## src/sv/serial_dual_ring_fifo_with_error_counts_defines.svh

```systemverilog
// Assertion helpers shared by the serial FIFO block.
`ifndef SERIAL_DUAL_RING_FIFO_WITH_ERROR_COUNTS_DEFINES_SVH
`define SERIAL_DUAL_RING_FIFO_WITH_ERROR_COUNTS_DEFINES_SVH

// Same-cycle implication, checked out of reset.
`define SDRF_ASSERT_IMP(label, ante, cons) \
  label: assert property (@(posedge clk_i) disable iff (!rst_ni) (ante) |-> (cons)) \
    else $error("sdrf: same-cycle check failed");

// Next-cycle implication, checked out of reset.
`define SDRF_ASSERT_NXT(label, ante, cons) \
  label: assert property (@(posedge clk_i) disable iff (!rst_ni) (ante) |=> (cons)) \
    else $error("sdrf: next-cycle check failed");

`endif

```

## src/sv/sdrf_pkg.sv

```systemverilog
package sdrf_pkg;

  localparam int unsigned FIFO_DEPTH = 256;
  localparam int unsigned PTR_W      = $clog2(FIFO_DEPTH);
  localparam int unsigned CNT_W      = 16;
  localparam int unsigned BYTE_W     = 8;

  typedef logic [PTR_W-1:0]  ptr_t;
  typedef logic [BYTE_W-1:0] byte_t;
  typedef logic [CNT_W-1:0]  cnt_t;

  typedef enum logic [1:0] {
    CMD_WRITE = 2'd0,
    CMD_READ  = 2'd1,
    CMD_LINE  = 2'd2
  } cmd_e;

  typedef struct packed {
    logic push;
    logic pop;
  } ring_ctrl_t;

  typedef struct packed {
    logic empty;
    logic full;
    ptr_t fill;
  } ring_stat_t;

  function automatic ptr_t ring_next(ptr_t p);
    ptr_t n;
    n = p + ptr_t'(1);
    if (p == ptr_t'(FIFO_DEPTH - 1)) begin
      n = '0;
    end
    return n;
  endfunction

  function automatic cnt_t sat_inc(cnt_t c);
    return (c == {CNT_W{1'b1}}) ? c : c + cnt_t'(1);
  endfunction

  // Clamp a fill level to the byte-wide count the host sees.
  function automatic byte_t sat_fill(ptr_t f);
    logic [16:0] w;
    w = 17'(f);
    return (w > 17'd255) ? 8'hFF : w[7:0];
  endfunction

endpackage

```

## src/sv/serial_dual_ring_fifo_with_error_counts.sv

```systemverilog
// Each command runs as follows: start is taken while busy is low, busy is
// high for one cycle while the ring heads are read out of their synchronous
// memories and the step is applied, and in the following cycle done_o pulses
// for exactly one cycle with the result beat. The next command may be started
// in that done cycle. The result beat cannot be held off: sample it while
// done_o is high. The status outputs (tx_armed_o, rx_count_o, tx_done_o and
// the four error counters) hold their value between beats.
module serial_dual_ring_fifo_with_error_counts import sdrf_pkg::*; (
  input  logic        clk_i,
  input  logic        rst_ni,
  input  logic        start,
  output logic        busy,
  input  logic [1:0]  cmd_i,
  input  logic [7:0]  wr_byte_i,
  input  logic        overrun_flag_i,
  input  logic        framing_flag_i,
  input  logic        noise_flag_i,
  input  logic        rx_ready_i,
  input  logic [7:0]  rx_byte_i,
  input  logic        tx_empty_i,
  input  logic        tx_complete_i,
  output logic        done_o,
  output logic        accepted_o,
  output logic [7:0]  read_byte_o,
  output logic        tx_send_o,
  output logic [7:0]  tx_byte_o,
  output logic        tx_armed_o,
  output logic [7:0]  rx_count_o,
  output logic        tx_done_o,
  output logic [15:0] overrun_count_o,
  output logic [15:0] framing_count_o,
  output logic [15:0] noise_count_o,
  output logic [15:0] dropped_count_o
);

`include "serial_dual_ring_fifo_with_error_counts_defines.svh"

  localparam logic ST_IDLE = 1'b0;
  localparam logic ST_EXEC = 1'b1;

  logic state_q, state_d;
  logic accept;

  // Captured command beat.
  logic [1:0] cmd_q;
  byte_t      wr_byte_q;
  logic       ovr_q, frm_q, nse_q, rdy_q, txe_q, txc_q;
  byte_t      rx_byte_q;

  // Ring interfaces.
  ring_ctrl_t tx_ctrl, rx_ctrl;
  ring_stat_t tx_stat, rx_stat;
  byte_t      tx_rdata, rx_rdata;

  // Step results.
  logic  exec, is_wr, is_rd, is_line;
  logic  tx_service;
  logic  armed_q, armed_d;
  cnt_t  ovr_cnt_q, ovr_cnt_d;
  cnt_t  frm_cnt_q, frm_cnt_d;
  cnt_t  nse_cnt_q, nse_cnt_d;
  cnt_t  drop_cnt_q, drop_cnt_d;
  logic  tx_empty_after;
  ptr_t  rx_fill_after;

  logic  done_q, accepted_q, tx_send_q, tx_done_q;
  byte_t read_byte_q, tx_byte_q, rx_count_q;

  assign accept = start && !busy;
  assign busy   = (state_q == ST_EXEC);
  assign exec   = (state_q == ST_EXEC);

  always_comb begin
    state_d = state_q;
    unique case (state_q)
      ST_IDLE: begin
        if (start) begin
          state_d = ST_EXEC;
        end
      end
      ST_EXEC: begin
        state_d = ST_IDLE;
      end
      default: begin
        state_d = ST_IDLE;
      end
    endcase
  end

  // Hold the beat while the ring heads come out of memory.
  always_ff @(posedge clk_i) begin
    if (accept) begin
      cmd_q     <= cmd_i;
      wr_byte_q <= wr_byte_i;
      ovr_q     <= overrun_flag_i;
      frm_q     <= framing_flag_i;
      nse_q     <= noise_flag_i;
      rdy_q     <= rx_ready_i;
      rx_byte_q <= rx_byte_i;
      txe_q     <= tx_empty_i;
      txc_q     <= tx_complete_i;
    end
  end

  assign is_wr   = exec && (cmd_q == CMD_WRITE);
  assign is_rd   = exec && (cmd_q == CMD_READ);
  assign is_line = exec && (cmd_q == CMD_LINE);

  // Transmit service runs only on a line event with the transmitter empty and the request armed.
  assign tx_service = is_line && txe_q && armed_q;

  assign tx_ctrl.push = is_wr && !tx_stat.full;
  assign tx_ctrl.pop  = tx_service && !tx_stat.empty;
  assign rx_ctrl.push = is_line && rdy_q && !rx_stat.full;
  assign rx_ctrl.pop  = is_rd && !rx_stat.empty;

  sdrf_ring u_tx_ring (
    .clk_i   (clk_i),
    .rst_ni  (rst_ni),
    .ctrl_i  (tx_ctrl),
    .wdata_i (wr_byte_q),
    .rdata_o (tx_rdata),
    .stat_o  (tx_stat)
  );

  sdrf_ring u_rx_ring (
    .clk_i   (clk_i),
    .rst_ni  (rst_ni),
    .ctrl_i  (rx_ctrl),
    .wdata_i (rx_byte_q),
    .rdata_o (rx_rdata),
    .stat_o  (rx_stat)
  );

  always_comb begin
    // Transmit FIFO goes empty when its last entry is sent, and leaves empty on a push.
    tx_empty_after = (tx_stat.empty && !tx_ctrl.push)
                  || (tx_ctrl.pop && (tx_stat.fill == ptr_t'(1)));
    rx_fill_after  = rx_stat.fill + ptr_t'(rx_ctrl.push) - ptr_t'(rx_ctrl.pop);

    armed_d = armed_q;
    if (tx_ctrl.push) begin
      armed_d = 1'b1;
    end
    // Disarm once nothing is left to send.
    if (tx_service && tx_empty_after) begin
      armed_d = 1'b0;
    end

    ovr_cnt_d  = (is_line && ovr_q) ? sat_inc(ovr_cnt_q) : ovr_cnt_q;
    frm_cnt_d  = (is_line && frm_q) ? sat_inc(frm_cnt_q) : frm_cnt_q;
    nse_cnt_d  = (is_line && nse_q) ? sat_inc(nse_cnt_q) : nse_cnt_q;
    drop_cnt_d = (is_line && rdy_q && rx_stat.full) ? sat_inc(drop_cnt_q) : drop_cnt_q;
  end

  always_ff @(posedge clk_i or negedge rst_ni) begin
    if (!rst_ni) begin
      state_q    <= ST_IDLE;
      armed_q    <= 1'b0;
      ovr_cnt_q  <= '0;
      frm_cnt_q  <= '0;
      nse_cnt_q  <= '0;
      drop_cnt_q <= '0;
      done_q     <= 1'b0;
      tx_done_q  <= 1'b0;
      rx_count_q <= '0;
    end else begin
      state_q    <= state_d;
      armed_q    <= armed_d;
      ovr_cnt_q  <= ovr_cnt_d;
      frm_cnt_q  <= frm_cnt_d;
      nse_cnt_q  <= nse_cnt_d;
      drop_cnt_q <= drop_cnt_d;
      done_q     <= exec;
      if (exec) begin
        tx_done_q  <= tx_empty_after && txc_q;
        rx_count_q <= sat_fill(rx_fill_after);
      end
    end
  end

  // Result beat payload; zero the byte fields when nothing moved.
  always_ff @(posedge clk_i) begin
    if (exec) begin
      accepted_q  <= tx_ctrl.push || rx_ctrl.pop;
      read_byte_q <= rx_ctrl.pop ? rx_rdata : '0;
      tx_send_q   <= tx_ctrl.pop;
      tx_byte_q   <= tx_ctrl.pop ? tx_rdata : '0;
    end
  end

  assign done_o          = done_q;
  assign accepted_o      = accepted_q;
  assign read_byte_o     = read_byte_q;
  assign tx_send_o       = tx_send_q;
  assign tx_byte_o       = tx_byte_q;
  assign tx_armed_o      = armed_q;
  assign rx_count_o      = rx_count_q;
  assign tx_done_o       = tx_done_q;
  assign overrun_count_o = ovr_cnt_q;
  assign framing_count_o = frm_cnt_q;
  assign noise_count_o   = nse_cnt_q;
  assign dropped_count_o = drop_cnt_q;

  `SDRF_ASSERT_NXT(a_accept_then_busy, accept, busy && !done_o)
  `SDRF_ASSERT_NXT(a_exec_then_done, busy, done_o && !busy)
  `SDRF_ASSERT_IMP(a_no_push_when_full, tx_ctrl.push || rx_ctrl.push,
                   !(tx_ctrl.push && tx_stat.full) && !(rx_ctrl.push && rx_stat.full))
  `SDRF_ASSERT_IMP(a_send_not_with_accept, done_o, !(accepted_o && tx_send_o))
  `SDRF_ASSERT_IMP(a_send_leaves_armed_only_if_data, done_o && tx_armed_o, !tx_stat.empty)

endmodule

```

## src/sv/sdrf_ring.sv

```systemverilog
module sdrf_ring import sdrf_pkg::*; (
  input  logic       clk_i,
  input  logic       rst_ni,
  input  ring_ctrl_t ctrl_i,
  input  byte_t      wdata_i,
  output byte_t      rdata_o,
  output ring_stat_t stat_o
);

  byte_t mem [FIFO_DEPTH];
  byte_t rdata_q;
  ptr_t  wr_ptr_q, wr_ptr_d;
  ptr_t  rd_ptr_q, rd_ptr_d;
  ptr_t  fill;

  // Read the head entry every cycle; writes land on the tail, which is the head slot only while the ring is empty.
  always_ff @(posedge clk_i) begin
    if (ctrl_i.push) begin
      mem[wr_ptr_q] <= wdata_i;
    end
    rdata_q <= mem[rd_ptr_q];
  end

  always_comb begin
    wr_ptr_d = ctrl_i.push ? ring_next(wr_ptr_q) : wr_ptr_q;
    rd_ptr_d = ctrl_i.pop  ? ring_next(rd_ptr_q) : rd_ptr_q;
    if (wr_ptr_q >= rd_ptr_q) begin
      fill = wr_ptr_q - rd_ptr_q;
    end else begin
      fill = ptr_t'(FIFO_DEPTH - 1) - rd_ptr_q + wr_ptr_q + ptr_t'(1);
    end
  end

  always_ff @(posedge clk_i or negedge rst_ni) begin
    if (!rst_ni) begin
      wr_ptr_q <= '0;
      rd_ptr_q <= '0;
    end else begin
      wr_ptr_q <= wr_ptr_d;
      rd_ptr_q <= rd_ptr_d;
    end
  end

  assign rdata_o      = rdata_q;
  assign stat_o.empty = (wr_ptr_q == rd_ptr_q);
  assign stat_o.full  = (ring_next(wr_ptr_q) == rd_ptr_q);
  assign stat_o.fill  = fill;

endmodule
```

## config.mk

```make
export PLATFORM = sky130hd
export DESIGN_NAME = serial_dual_ring_fifo_with_error_counts
export DESIGN_NICKNAME = d
export VERILOG_FILES = /design/src/sv/sdrf_pkg.sv /design/src/sv/serial_dual_ring_fifo_with_error_counts.sv /design/src/sv/sdrf_ring.sv
export VERILOG_INCLUDE_DIRS = /design/src /design/src/sv
export SDC_FILE = /design/constraint.sdc
export NUM_CORES = 2
export LEC_CHECK = 0
export BUFFER_PORTS_ARGS = -buffer_cell sky130_fd_sc_hd__buf_2
export CORE_ASPECT_RATIO = 0.5
export CORE_MARGIN = 2
export CORE_UTILIZATION = 40
export CTS_BUF_LIST = sky130_fd_sc_hd__clkbuf_8
export CTS_CLUSTER_DIAMETER = 40
export DETAILED_ROUTE_END_ITERATION = 7
export PLACE_DENSITY = 0.64
export REMOVE_ABC_BUFFERS = 1
export SLEW_MARGIN = 20
export SYNTH_ARGS = -nofsm -noshare
export SYNTH_HDL_FRONTEND = slang
export SYNTH_HIERARCHICAL = 1
export SYNTH_SLANG_ARGS = --single-unit
```

## constraint.sdc

```tcl
create_clock -name clk_i -period 5.7 [get_ports clk_i]
set_input_delay 0.855 -clock clk_i [delete_from_list [all_inputs] [get_ports clk_i]]
set_output_delay 0.855 -clock clk_i [all_outputs]
set_load 0.01 [all_outputs]
```

==> flow_summary.ini <==
[finish]
postLayoutCoreUtil_pct = 44.58
stdcell_count = 14960
syn_to_final_growth_pct = 10.93
design_area_mm2 = 0.1868
fillers = 35260
drive_above_1_share_pct = 22.07
layout_commonest_cell = edfxtp_1
final_cell_mix = edfxtp_1 (4138), mux4_2 (793), clkbuf_8 (639), nor2_1 (585), mux2i_1 (389)
fin_nets = 8941
multi_input_area_mm2 = 0.03760
regArea_mm2 = 0.1273

[setup_path]
worstSetupEndpointType = register
reg2reg_from = u_rx_ring/wr_ptr_q[1]
arrival_ns = 5.54
crit_type = reg -> reg
cp_data_required_time_ns = 6.41
crit_path_start = u_rx_ring/wr_ptr_q[1]
path_max_fanout = 16
cp-start-kind = register

[placed_design]
dp_cells = 13840
placed_cell_area_mm2 = 0.1752
routabilityCongestion = 0.8878
io_buffers = 120
dp_hpwl_mm = 283.5

[logic_synthesis]
synth-simple-area-share_pct = 3.256
syn_area_mm2 = 0.1684
synth_compound_area_share_pct = 3.618
yosysWarnings = 6
synthDistinctLibCells = 105
ys_ff_latch = 4262
synth.area.top_cells = edfxtp_1 (74%), mux4_2 (11%), mux2i_1 (2.3%), dfrtp_1 (1.6%), mux4_1 (1.4%)
synth_top_family_by_area = multiplexers
synth_ff_type = edfxtp_1
synth-xor-area-share_pct = 0.5410
synth-edff-count = 4138
syn_avg_cell_area_um2 = 20.20
async_flop_share_pct = 2.534
ys_seq_area_share_pct = 75.60
synth_area_leader_cell = edfxtp_1
synth-adder-area-share_pct = 0.3032
muxShareOfSynthArea_pct = 14.51
netlist_instances = 8336
synth_top_area_share_pct = 73.81

[sta]
finalMaxSlewViolations = 0
setup_viol = 0
fmax_mhz = 206.8
finalClockSkew_ns = 0.05815
worst_pin_slew_ns = 1.407
period_needed_ns = 4.835
relSlewSlack_pct = 6.179
rsz0062_at_grt = false
fin_crit_sh_pct = 84.83
final.setup.tns_ns = 0
hold_viol_final = 0

[floorplanning]
dieArea_mm2 = 0.4264
start_util_pct = 40.19
fp.dieH_um = 462.8
ios = 121
die_w_um = 921.5
rows = 168
core-area_mm2 = 0.4189

[pwr]
peakVddDrop_mv = 0.5131
p_per_area_mw_per_mm2 = 416.1
power_leakage_nw = 59.09
total_power_mw = 77.70

[clocking]
postCtsResizedCells = 0
clk_pin_slew_worst_paths_ns = 0.07
cts_tree = yes
cts.sinks = 4262
clock_path_buffers = 4
cts_buffers = 617
h-tree-depth = 6
clockRootBuffer = clkbuf_8
worstSkewPairLatency_ns = 1.12

[run_status]
status = complete, but fails checks
violations = design-rule violations

[route]
top_layer = met5
wl_met2_mm = 217.5
vias_per_cell = 5.908
drt_wl_total_mm = 472.6
first_iter_violations = 11940
wl_per_cell_um = 31.58
antenna_left = 0
dr.pass1.iters = 8
wl_met1_mm = 186.1
vias = 88410
drc = 1
met3_length_mm = 49.54

[hold_path]
hp-class = in -> async

[global_routing]
grt_util_all_layers_pct = 21.55
overflow = 0
antenna_found_initial = 16
grt_pass1_vias = 87670
grt_pass1_wl_mm = 665.8
grt_max_degree = 191

[run]
maxCapViolations = 0
==> sequential cells by signal, indices dropped and copies added (netlist names), 2 cells and up <==
name and count:
u_tx_ring/mem 2048, u_tx_ring/rdata_o 8, cmd_q 2, tx_byte_o 8
noise_count_o 16, u_rx_ring/rd_ptr_q 8, framing_count_o 16, u_tx_ring/wr_ptr_q 8
overrun_count_o 16, rx_byte_q 8, u_rx_ring/wr_ptr_q 8, u_tx_ring/rd_ptr_q 8
read_byte_o 8, u_rx_ring/rdata_o 8, dropped_count_o 16, u_rx_ring/mem 2048
wr_byte_q 8, rx_count_o 8
==> critical path, stage by stage (launching register included) <==
cell and delay, ns:
dfrtp_1 0.42, ha_1 0.40, nand3_1 0.43, nor2_1 0.43, nor2_1 0.12, xnor2_1 0.14, o2111ai_1 0.10, nor3_1 0.08
buf_4 0.15, nor2_2 0.47, nand3_1 0.78, nor2_1 0.91
==> kinds of logic (layout without fill, tap and decap cells) <==
family          Yosys count  count (layout)
compound gates          864             864
xor+xnor                104             104
flops                  4262            4262
other cells               0              10
buf+inv                 540            1548
mux                    1303            1303
fa+ha+maj                39              39
simple gates           1224            1224
==> where the power goes <==
part	total (mW)	switching, mW	internal [mW]	leakage, nW
Sequential	35.2	0.620	34.6	38.8
Combinational	19.5	11.3	8.20	13.9
Clock	23.0	11.9	11.1	6.39
Total	77.7	23.8	53.9	59.1
==> cell usage after synthesis, types with 66 or more instances <==
master	number
a21oi_1	168
a221oi_1	83
a22oi_1	153
buf_2	102
buf_6	66
clkbuf_1	189
dfrtp_1	108
edfxtp_1	4138
mux2i_1	389
mux4_1	88
mux4_2	793
nand2_1	232
nand3_1	116
nor2_1	590
nor3_1	67
o21ai_0	99
o22ai_1	66
xnor2_1	81
==> layout make-up <==
cell class / instances / share of cell area, %
Multi-Input combinational cell: 3534 / 20.13
Clock inverter: 449 / 1.280
Clock buffer: 639 / 4.709
Inverter: 40 / 0.08308
Sequential cell: 4262 / 68.17
Timing Repair Buffer: 420 / 1.849
Tap cell: 5610 / 3.758
Antenna cell: 10 / 0.01340
==> through the flow <==
stage                     hold WS, ns  setup WS, ns
after detailed placement       0.4777         1.001
after CTS                      0.3037         1.006
after floorplan                0.4407        -18.45
after global routing           0.3645        0.6696
after global placement         0.4745         1.055
final                          0.3685        0.8646
==> path summary, 6_finish.rpt <==
| path | endpoint | slack [ns] | depth (start not counted) |
|---|---|---|---|
| max in group asynchronous | u_tx_ring/rd_ptr_q[0] | 3.98 | 3 |
| min in group clk_i | busy | 0.37 | 3 |
| worst max-delay path | u_rx_ring/mem[207][1] | 0.86 | 11 |
| worst min register to register | framing_count_o[9] | 0.49 | 1 |
| worst max register to register | u_rx_ring/mem[207][1] | 0.86 | 11 |
| worst min-delay path | framing_count_o[12] | 0.37 | 2 |
==> timing repair <==
action | CTS | global route
setup buffers | 0 | 0
endpoints found under the hold margin | 90 | 0
hold buffers | 25 | 0
==> metal layers <==
metal | vias up | global-route usage [%]
met4 | 8 | 7.979
met3 | 950 | 5.072
met2 | 5286 | 33.21
met5 | - | 0
met1 | 46550 | 30.08
li1 | 35620 | -
Power figures use the tool's default switching activity.
